--- src/mailbox_message_pool_top_defines.svh ---
// ----------------------------------------------------------------------------
// mailbox_message_pool_top_defines.svh
// Assertion macros for the mailbox message pool. Empty bodies for synthesis.
// ----------------------------------------------------------------------------
`ifndef MAILBOX_MESSAGE_POOL_TOP_DEFINES_SVH
`define MAILBOX_MESSAGE_POOL_TOP_DEFINES_SVH

`ifndef SYNTHESIS
// Plain property, sampled on clk, off during reset.
`define MBP_ASSERT(lbl, prop, msg) \
    lbl: assert property (@(posedge clk) disable iff (!rst_n) (prop)) \
        else $error(msg);
// Same-cycle implication.
`define MBP_IMPLIES(lbl, ante, cons, msg) \
    lbl: assert property (@(posedge clk) disable iff (!rst_n) (ante) |-> (cons)) \
        else $error(msg);
`else
`define MBP_ASSERT(lbl, prop, msg)
`define MBP_IMPLIES(lbl, ante, cons, msg)
`endif

`endif

--- src/mbp_pkg.sv ---
// ----------------------------------------------------------------------------
// mbp_pkg
// Constants, types and codes of the mailbox message pool.
// ----------------------------------------------------------------------------
package mbp_pkg;

    localparam int POOL_DEPTH    = 16;
    localparam int MAILBOX_COUNT = 16;
    localparam int PAYLOAD_BITS  = 64;

    localparam int IDX_W    = (POOL_DEPTH > 1) ? $clog2(POOL_DEPTH) : 1;
    localparam int OCC_W    = $clog2(POOL_DEPTH + 1);
    localparam int STAMP_W  = 32;
    localparam int BOX_W    = 4;
    localparam int SRC_W    = 5;
    localparam int KIND_W   = 8;
    localparam int DATA_W   = 64;

    localparam int IN_TDATA_W  = 88;
    localparam int OUT_TDATA_W = 80;
    localparam int OUT_PAD_W   = OUT_TDATA_W - (SRC_W + KIND_W + DATA_W);

    typedef enum logic
    {
        OP_SEND,
        OP_RECEIVE
    } opcode_t;

    typedef enum logic [1:0]
    {
        ST_SENT,
        ST_RECEIVED,
        ST_POOL_FULL,
        ST_NO_MESSAGE
    } status_t;

    typedef enum logic [2:0]
    {
        S_IDLE,
        S_SEND_SCAN,
        S_RECV_SCAN,
        S_RECV_LAST,
        S_RECV_DONE,
        S_RESP
    } state_t;

    typedef struct packed
    {
        logic [KIND_W-1:0]       kind;
        logic [SRC_W-1:0]        origin;
        logic [BOX_W-1:0]        target;
        logic [PAYLOAD_BITS-1:0] data;
        logic [STAMP_W-1:0]      stamp;
    } slot_t;

endpackage

--- src/mailbox_message_pool_top.sv ---
// ----------------------------------------------------------------------------
// mailbox_message_pool_top
// Flow: a stored send walks the slot valid bits next-fit from the last slot filled,
//   one slot a cycle, and writes the first free slot that it finds.
// Refused or zero-kind sends skip the walk. Receive: one slot read a cycle, all slots.
// One item at a time (s_tready only while idle); the next item is taken while
//   a result waits at m_*. Reset: asynchronous, active low; empties the pool.
// ----------------------------------------------------------------------------
`include "mailbox_message_pool_top_defines.svh"

module mailbox_message_pool_top import mbp_pkg::*;
(
    input  logic                   clk,
    input  logic                   rst_n,
    input  logic                   s_tvalid,
    output logic                   s_tready,
    // mailbox[3:0], sender[8:4], match_any[9], wanted_source[14:10],
    // msg_kind[22:15], payload_in[86:23], zero pad
    input  logic [IN_TDATA_W-1:0]  s_tdata,
    // opcode[0]
    input  logic [0:0]             s_tuser,
    output logic                   m_tvalid,
    input  logic                   m_tready,
    // got_source[4:0], got_kind[12:5], payload_out[76:13], zero pad
    output logic [OUT_TDATA_W-1:0] m_tdata,
    // status[1:0]
    output logic [1:0]             m_tuser
);

    // ------------------------------------------------------------------
    // Input unpacking
    // ------------------------------------------------------------------
    logic [BOX_W-1:0]  in_box;
    logic [SRC_W-1:0]  in_sender;
    logic              in_any;
    logic [SRC_W-1:0]  in_want;
    logic [KIND_W-1:0] in_kind;
    logic [DATA_W-1:0] in_payload;
    opcode_t           in_op;
    logic              in_accept;

    assign in_box     = s_tdata[3:0];
    assign in_sender  = s_tdata[8:4];
    assign in_any     = s_tdata[9];
    assign in_want    = s_tdata[14:10];
    assign in_kind    = s_tdata[22:15];
    assign in_payload = s_tdata[86:23];
    assign in_op      = opcode_t'(s_tuser[0]);

    // ------------------------------------------------------------------
    // State
    // ------------------------------------------------------------------
    state_t                  state_reg, state_next;
    logic [IDX_W-1:0]        scan_idx_reg, scan_idx_next;   // walk / read address
    logic [IDX_W-1:0]        scan_ptr_reg, scan_ptr_next;   // next-fit start
    logic [OCC_W-1:0]        occ_reg, occ_next;
    logic [STAMP_W-1:0]      arrival_reg, arrival_next;
    logic [POOL_DEPTH-1:0]   valid_reg, valid_next;         // slot holds a message

    // latched request
    logic [BOX_W-1:0]        req_box_reg, req_box_next;
    logic [SRC_W-1:0]        req_src_reg, req_src_next;
    logic                    req_any_reg, req_any_next;
    logic [SRC_W-1:0]        req_want_reg, req_want_next;
    logic [KIND_W-1:0]       req_kind_reg, req_kind_next;
    logic [PAYLOAD_BITS-1:0] req_data_reg, req_data_next;

    // slot memory, one synchronous read port
    slot_t                   slot_mem [POOL_DEPTH];
    slot_t                   rd_data_reg;
    logic [IDX_W-1:0]        rd_idx_reg, rd_idx_next;
    logic                    rd_live_reg, rd_live_next;
    logic                    wr_en;
    slot_t                   wr_slot;

    // running best candidate of a receive
    logic                    best_found_reg, best_found_next;
    logic [IDX_W-1:0]        best_idx_reg, best_idx_next;
    logic [STAMP_W-1:0]      best_age_reg, best_age_next;
    logic [SRC_W-1:0]        best_src_reg, best_src_next;
    logic [KIND_W-1:0]       best_kind_reg, best_kind_next;
    logic [PAYLOAD_BITS-1:0] best_data_reg, best_data_next;

    // pending result, then output register
    status_t                 res_status_reg, res_status_next;
    logic [SRC_W-1:0]        res_src_reg, res_src_next;
    logic [KIND_W-1:0]       res_kind_reg, res_kind_next;
    logic [DATA_W-1:0]       res_data_reg, res_data_next;

    logic                    out_valid_reg, out_valid_next;
    status_t                 out_status_reg, out_status_next;
    logic [SRC_W-1:0]        out_src_reg, out_src_next;
    logic [KIND_W-1:0]       out_kind_reg, out_kind_next;
    logic [DATA_W-1:0]       out_data_reg, out_data_next;

    logic                    out_free;
    logic                    box_bad;
    logic                    pool_full;
    logic                    last_idx;
    logic [IDX_W-1:0]        idx_inc;
    logic                    cand_match;
    logic [STAMP_W-1:0]      cand_age;
    logic                    cand_take;

    assign s_tready  = (state_reg == S_IDLE);
    assign in_accept = s_tvalid && s_tready;
    assign out_free  = !out_valid_reg || m_tready;
    assign box_bad   = 32'(in_box) >= 32'(MAILBOX_COUNT);
    assign pool_full = 32'(occ_reg) >= 32'(POOL_DEPTH);
    assign last_idx  = (32'(scan_idx_reg) == 32'(POOL_DEPTH - 1));
    assign idx_inc   = last_idx ? '0 : scan_idx_reg + IDX_W'(1);

    // Candidate check on the slot read last cycle. Age counts back from the
    // arrival counter, so the order holds across counter wrap.
    assign cand_match = valid_reg[rd_idx_reg]
                        && (rd_data_reg.target == req_box_reg)
                        && (req_any_reg || (rd_data_reg.origin == req_want_reg));
    assign cand_age   = arrival_reg - rd_data_reg.stamp;
    assign cand_take  = rd_live_reg && cand_match
                        && (!best_found_reg || (cand_age > best_age_reg));

    // ------------------------------------------------------------------
    // Next state
    // ------------------------------------------------------------------
    always_comb
    begin
        state_next = state_reg;
        case (state_reg)
            S_IDLE:
            begin
                if (in_accept)
                begin
                    if (in_op == OP_RECEIVE)
                        state_next = box_bad ? S_RESP : S_RECV_SCAN;
                    else if ((in_kind == '0) || box_bad || pool_full)
                        state_next = S_RESP;
                    else
                        state_next = S_SEND_SCAN;
                end
            end
            S_SEND_SCAN:
            begin
                if (!valid_reg[scan_idx_reg])
                    state_next = S_RESP;
            end
            S_RECV_SCAN:
            begin
                if (last_idx)
                    state_next = S_RECV_LAST;
            end
            S_RECV_LAST: state_next = S_RECV_DONE;
            S_RECV_DONE: state_next = S_RESP;
            S_RESP:
            begin
                if (out_free)
                    state_next = S_IDLE;
            end
            default:     state_next = S_IDLE;
        endcase
    end

    // ------------------------------------------------------------------
    // Datapath and outputs
    // ------------------------------------------------------------------
    always_comb
    begin
        scan_idx_next   = scan_idx_reg;
        scan_ptr_next   = scan_ptr_reg;
        occ_next        = occ_reg;
        arrival_next    = arrival_reg;
        valid_next      = valid_reg;
        req_box_next    = req_box_reg;
        req_src_next    = req_src_reg;
        req_any_next    = req_any_reg;
        req_want_next   = req_want_reg;
        req_kind_next   = req_kind_reg;
        req_data_next   = req_data_reg;
        rd_idx_next     = scan_idx_reg;
        rd_live_next    = (state_reg == S_RECV_SCAN);
        best_found_next = best_found_reg;
        best_idx_next   = best_idx_reg;
        best_age_next   = best_age_reg;
        best_src_next   = best_src_reg;
        best_kind_next  = best_kind_reg;
        best_data_next  = best_data_reg;
        res_status_next = res_status_reg;
        res_src_next    = res_src_reg;
        res_kind_next   = res_kind_reg;
        res_data_next   = res_data_reg;
        out_valid_next  = out_valid_reg;
        out_status_next = out_status_reg;
        out_src_next    = out_src_reg;
        out_kind_next   = out_kind_reg;
        out_data_next   = out_data_reg;
        wr_en           = 1'b0;
        wr_slot.kind    = req_kind_reg;
        wr_slot.origin  = req_src_reg;
        wr_slot.target  = req_box_reg;
        wr_slot.data    = req_data_reg;
        wr_slot.stamp   = arrival_reg;

        if (out_valid_reg && m_tready)
            out_valid_next = 1'b0;

        case (state_reg)
            S_IDLE:
            begin
                if (in_accept)
                begin
                    req_box_next    = in_box;
                    req_src_next    = in_sender;
                    req_any_next    = in_any;
                    req_want_next   = in_want;
                    req_kind_next   = in_kind;
                    req_data_next   = PAYLOAD_BITS'(in_payload);
                    best_found_next = 1'b0;
                    res_src_next    = '0;
                    res_kind_next   = '0;
                    res_data_next   = '0;
                    if (in_op == OP_RECEIVE)
                    begin
                        scan_idx_next   = '0;
                        res_status_next = ST_NO_MESSAGE;
                    end
                    else
                    begin
                        scan_idx_next   = scan_ptr_reg;
                        // zero kind is a silent no-op that still reports sent
                        res_status_next = (in_kind == '0) ? ST_SENT : ST_POOL_FULL;
                    end
                end
            end
            S_SEND_SCAN:
            begin
                // occupancy below depth guarantees a free slot on this walk
                if (!valid_reg[scan_idx_reg])
                begin
                    wr_en                     = 1'b1;
                    valid_next[scan_idx_reg]  = 1'b1;
                    scan_ptr_next             = scan_idx_reg;
                    arrival_next              = arrival_reg + STAMP_W'(1);
                    occ_next                  = occ_reg + OCC_W'(1);
                    res_status_next           = ST_SENT;
                end
                else
                begin
                    scan_idx_next = idx_inc;
                end
            end
            S_RECV_SCAN, S_RECV_LAST:
            begin
                if (state_reg == S_RECV_SCAN)
                    scan_idx_next = idx_inc;
                if (cand_take)
                begin
                    best_found_next = 1'b1;
                    best_idx_next   = rd_idx_reg;
                    best_age_next   = cand_age;
                    best_src_next   = rd_data_reg.origin;
                    best_kind_next  = rd_data_reg.kind;
                    best_data_next  = rd_data_reg.data;
                end
            end
            S_RECV_DONE:
            begin
                if (best_found_reg)
                begin
                    valid_next[best_idx_reg] = 1'b0;
                    occ_next                 = occ_reg - OCC_W'(1);
                    res_status_next          = ST_RECEIVED;
                    res_src_next             = best_src_reg;
                    res_kind_next            = best_kind_reg;
                    res_data_next            = DATA_W'(best_data_reg);
                end
            end
            S_RESP:
            begin
                if (out_free)
                begin
                    out_valid_next  = 1'b1;
                    out_status_next = res_status_reg;
                    out_src_next    = res_src_reg;
                    out_kind_next   = res_kind_reg;
                    out_data_next   = res_data_reg;
                end
            end
            default:
            begin
            end
        endcase
    end

    // ------------------------------------------------------------------
    // Slot memory: write in a send, read every cycle. Send and receive never
    // overlap, so no read that a receive uses meets a write to the same slot.
    // ------------------------------------------------------------------
    always_ff @(posedge clk)
    begin
        if (wr_en)
            slot_mem[scan_idx_reg] <= wr_slot;
        rd_data_reg <= slot_mem[scan_idx_reg];
    end

    // ------------------------------------------------------------------
    // Control registers
    // ------------------------------------------------------------------
    always_ff @(posedge clk or negedge rst_n)
    begin
        if (!rst_n)
        begin
            state_reg      <= S_IDLE;
            scan_idx_reg   <= '0;
            scan_ptr_reg   <= '0;
            occ_reg        <= '0;
            arrival_reg    <= '0;
            valid_reg      <= '0;
            rd_live_reg    <= 1'b0;
            best_found_reg <= 1'b0;
            out_valid_reg  <= 1'b0;
        end
        else
        begin
            state_reg      <= state_next;
            scan_idx_reg   <= scan_idx_next;
            scan_ptr_reg   <= scan_ptr_next;
            occ_reg        <= occ_next;
            arrival_reg    <= arrival_next;
            valid_reg      <= valid_next;
            rd_live_reg    <= rd_live_next;
            best_found_reg <= best_found_next;
            out_valid_reg  <= out_valid_next;
        end
    end

    // ------------------------------------------------------------------
    // Payload registers
    // ------------------------------------------------------------------
    always_ff @(posedge clk)
    begin
        req_box_reg    <= req_box_next;
        req_src_reg    <= req_src_next;
        req_any_reg    <= req_any_next;
        req_want_reg   <= req_want_next;
        req_kind_reg   <= req_kind_next;
        req_data_reg   <= req_data_next;
        rd_idx_reg     <= rd_idx_next;
        best_idx_reg   <= best_idx_next;
        best_age_reg   <= best_age_next;
        best_src_reg   <= best_src_next;
        best_kind_reg  <= best_kind_next;
        best_data_reg  <= best_data_next;
        res_status_reg <= res_status_next;
        res_src_reg    <= res_src_next;
        res_kind_reg   <= res_kind_next;
        res_data_reg   <= res_data_next;
        out_status_reg <= out_status_next;
        out_src_reg    <= out_src_next;
        out_kind_reg   <= out_kind_next;
        out_data_reg   <= out_data_next;
    end

    assign m_tvalid = out_valid_reg;
    assign m_tdata  = {{OUT_PAD_W{1'b0}}, out_data_reg, out_kind_reg, out_src_reg};
    assign m_tuser  = out_status_reg;

    // ------------------------------------------------------------------
    // Assertions
    // ------------------------------------------------------------------
    `MBP_ASSERT(a_occ_matches_valid, ($countones(valid_reg) == 32'(occ_reg)), "occupancy out of step with valid bits")
    `MBP_IMPLIES(a_send_has_room, (state_reg == S_SEND_SCAN), !pool_full, "send walk with a full pool")
    `MBP_IMPLIES(a_recv_kind_nonzero, (out_valid_reg && (out_status_reg == ST_RECEIVED)), (out_kind_reg != '0), "received message with zero kind")
    `MBP_IMPLIES(a_fail_fields_zero, (out_valid_reg && (out_status_reg != ST_RECEIVED)), ((out_src_reg == '0) && (out_kind_reg == '0) && (out_data_reg == '0)), "failed operation returns data")

endmodule
--- config.mk ---
export PLATFORM = sky130hd
export DESIGN_NAME = mailbox_message_pool_top
export DESIGN_NICKNAME = d
export VERILOG_FILES = /design/src/mbp_pkg.sv /design/src/mailbox_message_pool_top.sv
export VERILOG_INCLUDE_DIRS = /design/src /design/src/src
export SDC_FILE = /design/constraint.sdc
export NUM_CORES = 2
export LEC_CHECK = 0
export BUFFER_PORTS_ARGS = -buffer_cell sky130_fd_sc_hd__buf_2
export CORE_AREA = 2 2 345 518
export DETAILED_ROUTE_END_ITERATION = 16
export DIE_AREA = 0 0 347 520
export GPL_ROUTABILITY_DRIVEN = 0
export PLACE_DENSITY = 0.74
export SLEW_MARGIN = 30
export SYNTH_ARGS = -nofsm -noshare
export SYNTH_HDL_FRONTEND = slang
export SYNTH_SLANG_ARGS = --single-unit
export TNS_END_PERCENT = 30
--- constraint.sdc ---
create_clock -name clk -period 17.1 [get_ports clk]
set_clock_uncertainty 0.1 [all_clocks]
set_input_delay 2.565 -clock clk [delete_from_list [all_inputs] [get_ports clk]]
set_output_delay 2.565 -clock clk [all_outputs]
set_load 0.005 [all_outputs]
After elaboration in Yosys (flattened, before gate mapping)
Memories as Yosys holds them, arrays and structs flattened. A register that Yosys moved wholly into a read port is not among the register bits.
Cells that the tools add are included.

cells by class
  add/subtract/negate cells = 5
  multiply operators = 0
  divide/modulo/power cells = 0
  magnitude comparators = 7
  equality and inequality tests = 16
  shift-type cells = 0
  multiplexer cells = 52
  bitwise operators = 4
  reductions and logical operators = 32

operators by type and width
  cell                   number
  $mux 64                2
  $pmux 64 s2            1
  $add 32x1->32 const B  1
  $gt 32x32->1           1
  $mux 16                2
  $pmux 16 s2            1
  $sub 32x32->32         1
  $mux 4                 5
  $mux 5                 4
  $pmux 5 s2             2
  $mux 3                 6
  $pmux 3 s6             1
  $and 16x16->16         1
  $mux 8                 2
  $not 16->16            1
  $or 16x16->16          1
  $pmux 8 s2             1
  $lt 4x5->1 const B     3
  $mux 1                 13
  $ne 2x2->1 const B     6
  $pmux 4 s3             1
  $reduce_and 4->1       3
  $mux 2                 5
  $reduce_and 3->1       3
  other kinds (26)       49

storage, ports and cells
  register bits = 429
  bits in latches = 0
  RAM bits = 1808
  ROM bits = 0
  input port bits = 93
  output and inout bits = 84
  logic and storage cells = 146
  memories = 1

memories
  name      depth  width  read ports  clocked after Yosys merged registers in  wr ports  RTL line                        RTL
  slot_mem  16     113    1           1                                        1         mailbox_message_pool_top.sv:69  slot_t slot_mem [POOL_DEPTH];

Longest topological paths before layout
  word-level depth = 8
  mapped depth = 18
  depth with buffers taken out = 18

Least setup slack after synthesis
Ideal clock, no wire load.

  path kind = register -> register
  start point = reg scan_idx_reg[0], in the netlist rd_idx_next[0]
  end point = mem slot_mem[15][0] in the netlist's numbering, enable pin
  library setup time = 0.866 ns
  arrival time = 12.513 ns
  data required time = 16.134 ns
  setup slack = 3.622 ns
  cell stages (with the launch flop) = 6
  buffers on the path = 1
  period minus slack after synthesis = 13.478 ns
  path through = dfrtp_1 buf_2 mux4_2 mux4_2 nand2b_4 nor4_1

on the way
  cells in the longest elaborated chain, start to end = 6

RTL lines
  item                          RTL line                         RTL
  from (decl)                   mailbox_message_pool_top.sv:54   logic [IDX_W-1:0] scan_idx_reg, scan_idx_next;
  from (signal assigned)        mailbox_message_pool_top.sv:324  scan_idx_reg <= scan_idx_next;
  $bmux 1 s4                    mailbox_message_pool_top.sv:236  if (!valid_reg[scan_idx_reg])
  $mux 1 (implied by the code)  mailbox_message_pool_top.sv:236
  $mux 1                        mailbox_message_pool_top.sv:236
  $mux 1                        mailbox_message_pool_top.sv:205  case (state_reg)
  $mux 1                        mailbox_message_pool_top.sv:299  if (wr_en)
  $mux 1 (implied by the code)  mailbox_message_pool_top.sv:300  slot_mem[scan_idx_reg] <= wr_slot;
  to (decl)                     mailbox_message_pool_top.sv:69

Parallel ways exist; a longest one is shown, timed or not. The select of a mux whose other input is x is not followed.

Worst setup path in the final report
  start point = reg arrival_reg[15]
  end point = reg best_data_reg[14], enable pin

on the way
  cells in the longest elaborated chain, start to end = 5

RTL lines
  item                        RTL line                         RTL
  from (decl)                 mailbox_message_pool_top.sv:57   logic [STAMP_W-1:0] arrival_reg, arrival_next;
  from (signal assigned)      mailbox_message_pool_top.sv:327  arrival_reg <= arrival_next;
  $sub 32x32->32              mailbox_message_pool_top.sv:118  assign cand_age = arrival_reg - rd_data_reg.stamp;
  via cand_age[28]            mailbox_message_pool_top.sv:102  logic [STAMP_W-1:0] cand_age;
  $gt 32x32->1                mailbox_message_pool_top.sv:120  && (!best_found_reg || (cand_age > best_age_reg));
  $logic_or 1x1->1            mailbox_message_pool_top.sv:120
  $logic_and 1x1->1           mailbox_message_pool_top.sv:120
  $reduce_and 2->1 (no line)  --
  to (signal assigned)        mailbox_message_pool_top.sv:351  best_data_reg <= best_data_next;
  to (decl)                   mailbox_message_pool_top.sv:82   logic [PAYLOAD_BITS-1:0] best_data_reg, best_data_next;

The timed path passes the listed nets, and every way through them passes these cells.
A chain may end at the register's enable or synchronous reset.

==> results.json <==
{
  "status": "finished clean",
  "synth.largest_area_cell": "edfxtp_1",
  "final_max_slew_viol_count": 0,
  "clockBufferDepth": 4,
  "period_needed_ps": 6400,
  "post_cts_resized": 0,
  "final_cell_mix": "2166 x edfxtp_1, 574 x mux4_2, 209 x clkbuf_16",
  "drc": 0,
  "antenna_found_initial": 9,
  "grt_max_degree": 131,
  "worstPathArrival_ps": 6740,
  "synth_area_um2": 87400,
  "largest_reg_flops": 1808,
  "hpwl_um": 92400,
  "worst_slew_pin_slew_ps": 1040,
  "hp-class": "reg -> reg",
  "die-area_um2": 180000,
  "cts_tree": "built",
  "syn_avg_cell_area_um2": 23.0,
  "numCtsBuffers": 207,
  "endpoint_kind": "flip-flop",
  "use_met2_pct": 35.4,
  "ys_seq_area_share_pct": 79.0,
  "die_x_um": 347,
  "synth-compound-area-share_pct": 1.21,
  "cts_root_buffer": "clkbuf_16",
  "grt_pass1_wl_um": 278000,
  "post_cts_buffers": 0,
  "startpoint_type": "flip-flop",
  "portBuffers": 172,
  "drtIter0Drc": 4835,
  "path_clk_slew_ps": 70,
  "max_cap_violations": 0,
  "clockPowerShare_pct": 29.7,
  "async_reset_ff_share_pct": 2.85,
  "synthAdderAreaFrac_pct": 1.06,
  "core_um2": 176000,
  "gr-usage-all-layers_pct": 21.1,
  "vias": 40000,
  "crit_type": "reg -> reg",
  "p_int_w": 0.0115,
  "initial_core_util_pct": 49.6,
  "ys.warnings.count": 0,
  "vdd_drop_max_v": 0.000150,
  "top_usage_layer": "met2",
  "first_pass_iters": 7,
  "avgRoutedWirePerCell_um": 29.0,
  "hold_buffers": 0,
  "synth_cell_types": 64,
  "relSlewSlack_pct": 30.2,
  "first_global_vias": 41500,
  "gr-total-overflow": 0,
  "muxShareOfSynthArea_pct": 14.9,
  "power_w": 0.0158,
  "nNetsFinal": 4250,
  "hold_viol": 0,
  "synth_cells": 3804,
  "layout_worst_path_cycle_share_pct": 37.4,
  "syn_to_final_growth_pct": 12.2,
  "synth_edf_count": 2166,
  "grtUsageMet3_pct": 2.96,
  "use_met1_pct": 28.9,
  "synth_top_family_by_area": "multiplexers",
  "ant_nets": 0,
  "swShare_pct": 27.2,
  "clk_latency_ps": 850,
  "synth-simple-area-share_pct": 1.95,
  "ys.flop_type": "edfxtp_1",
  "combPwrFrac_pct": 22.9,
  "synth_xor_area_share_pct": 0.712,
  "routed_via_density": 6.11,
  "ys_top_cells_by_area": "edfxtp_1 74%, mux4_2 15%, dfxtp_1 2.7%",
  "drt_wl_total_um": 190000,
  "leakage_nw": 32.6,
  "setup_tns_ps": 0,
  "switchingPower_w": 0.00429,
  "max_freq_ghz": 0.156,
  "die_y_um": 520,
  "numClockSinks": 2350,
  "power.density_nw_per_um2": 161,
  "setup_violations": 0,
  "rsz0062_at_grt": "no",
  "io_pins": 177,
  "num_rows": 189,
  "drive_gt1_share_pct": 27.4,
  "cts_max_level": 4,
  "final_common_cell": "edfxtp_1",
  "worst-path-max-fanout": 113,
  "seqPwrFrac_pct": 47.4,
  "required_ps": 17440,
  "yosys.area.top_type_share_pct": 74.4,
  "ys_seq_elements": 2350
}
==> Yosys cell counts (3+ instances only) <==
cell          n
nor2b_1       8
xor2_1       24
o22a_1        9
nand3b_1      3
nand3_1      18
xnor2_1      47
ha_1         71
or3_1         3
a31oi_1       7
nand4b_1      4
o2111ai_1     4
dfxtp_1     117
nor3_1       25
o32a_1        4
o21ai_0      27
buf_2         3
and3_1       87
inv_1        92
nor2_1       43
and4_1        5
o211ai_1      8
nand2_1      47
a21oi_1      51
nand4_1      19
buf_4         3
dfrtp_1      67
buf_1        54
nor3b_1       4
and2_1       15
a21o_1       20
o21a_1        7
nand2b_1      8
clkbuf_1    106
a211oi_1      5
mux2_2        7
edfxtp_1   2166
mux4_2      574
nor4_1        7
==> cell families after synthesis <==
kind of cell | after synthesis
other | 1
muxes | 583
xor gates and xnor gates | 71
DFF | 2350
AOI/OAI and AO/OA | 162
buffers and inverters | 259
and+or+nand+nor | 305
adders and majority gates | 73
==> cell type report <==
type,instances,area (µm²)
inverters,93,362
multi-input cells,1197,17400
flip-flops and latches,2350,69100
clock buffers,283,5790
fillers,12400,78100
repair buffers,235,1490
diodes,1,2.50
clock inverters,94,1030
well taps,2292,2870
==> layer usage <==
layer  up-vias  part of all wire, %
met5         -                0.022
met2      1922                   51
li1      16400                    -
met3       353                  7.6
met4         6                  2.8
met1     21300                   39
==> final timing paths <==
check | slack, ps | depth (start not counted) | from | to
setup / recovery | 10700 | 16 | arrival_reg[15] | best_data_reg[14]
hold / removal | 300 | 0 | rd_data_reg[93] | best_data_reg[61]
setup reg to reg | 10700 | 16 | arrival_reg[15] | best_data_reg[14]
hold reg to reg | 300 | 0 | rd_data_reg[93] | best_data_reg[61]
max in group asynchronous | 14730 | 1 | rst_n | rd_idx_next[2]
min in group asynchronous | 1620 | 1 | rst_n | m_tvalid
==> worst max-delay path, stage by stage (launching register included) <==
cell and delay [ps]:
dfrtp_1 750, ha_1 430, a211oi_1 280, o2111ai_1 180, a221oi_1 550, nand4_1 260
o2111ai_1 240, nand3b_1 190, or4b_2 640, nand4b_1 140, ha_1 150, nand4_1 190
nor4_1 640, nand3_1 170, o41ai_1 590, a21oi_4 60, buf_12 350
==> through the flow <==
stage / setup slack (ps) / utilization, % / instance area (µm²) / hold slack (ps) / cells
3_5_place_dp: 10630 / 51.8 / 91200 / 289 / 6166
4_1_cts: 10620 / 55.6 / 98000 / 282 / 6543
5_1_grt: 10430 / 55.7 / 98000 / 289 / 6545
3_3_place_gp: 10620 / 51.7 / 91100 / 287 / 6163
6_report: 10700 / 55.7 / 98000 / 298 / 6545
2_1_floorplan: 3620 / - / 87400 / 245 / 3806
==> power by group through the flow <==
stage | Sequential [W] | Clock [W] | Combinational, W
2_1_floorplan | 0.00741 | 0 | 0.00270
3_3_place_gp | 0.00754 | 0 | 0.00360
3_5_place_dp | 0.00758 | 0 | 0.00365
4_1_cts | 0.00747 | 0.00476 | 0.00368
5_1_grt | 0.00752 | 0.00495 | 0.00388
6_report | 0.00747 | 0.00469 | 0.00361
Note: power is estimated with default switching activity, not from simulation.
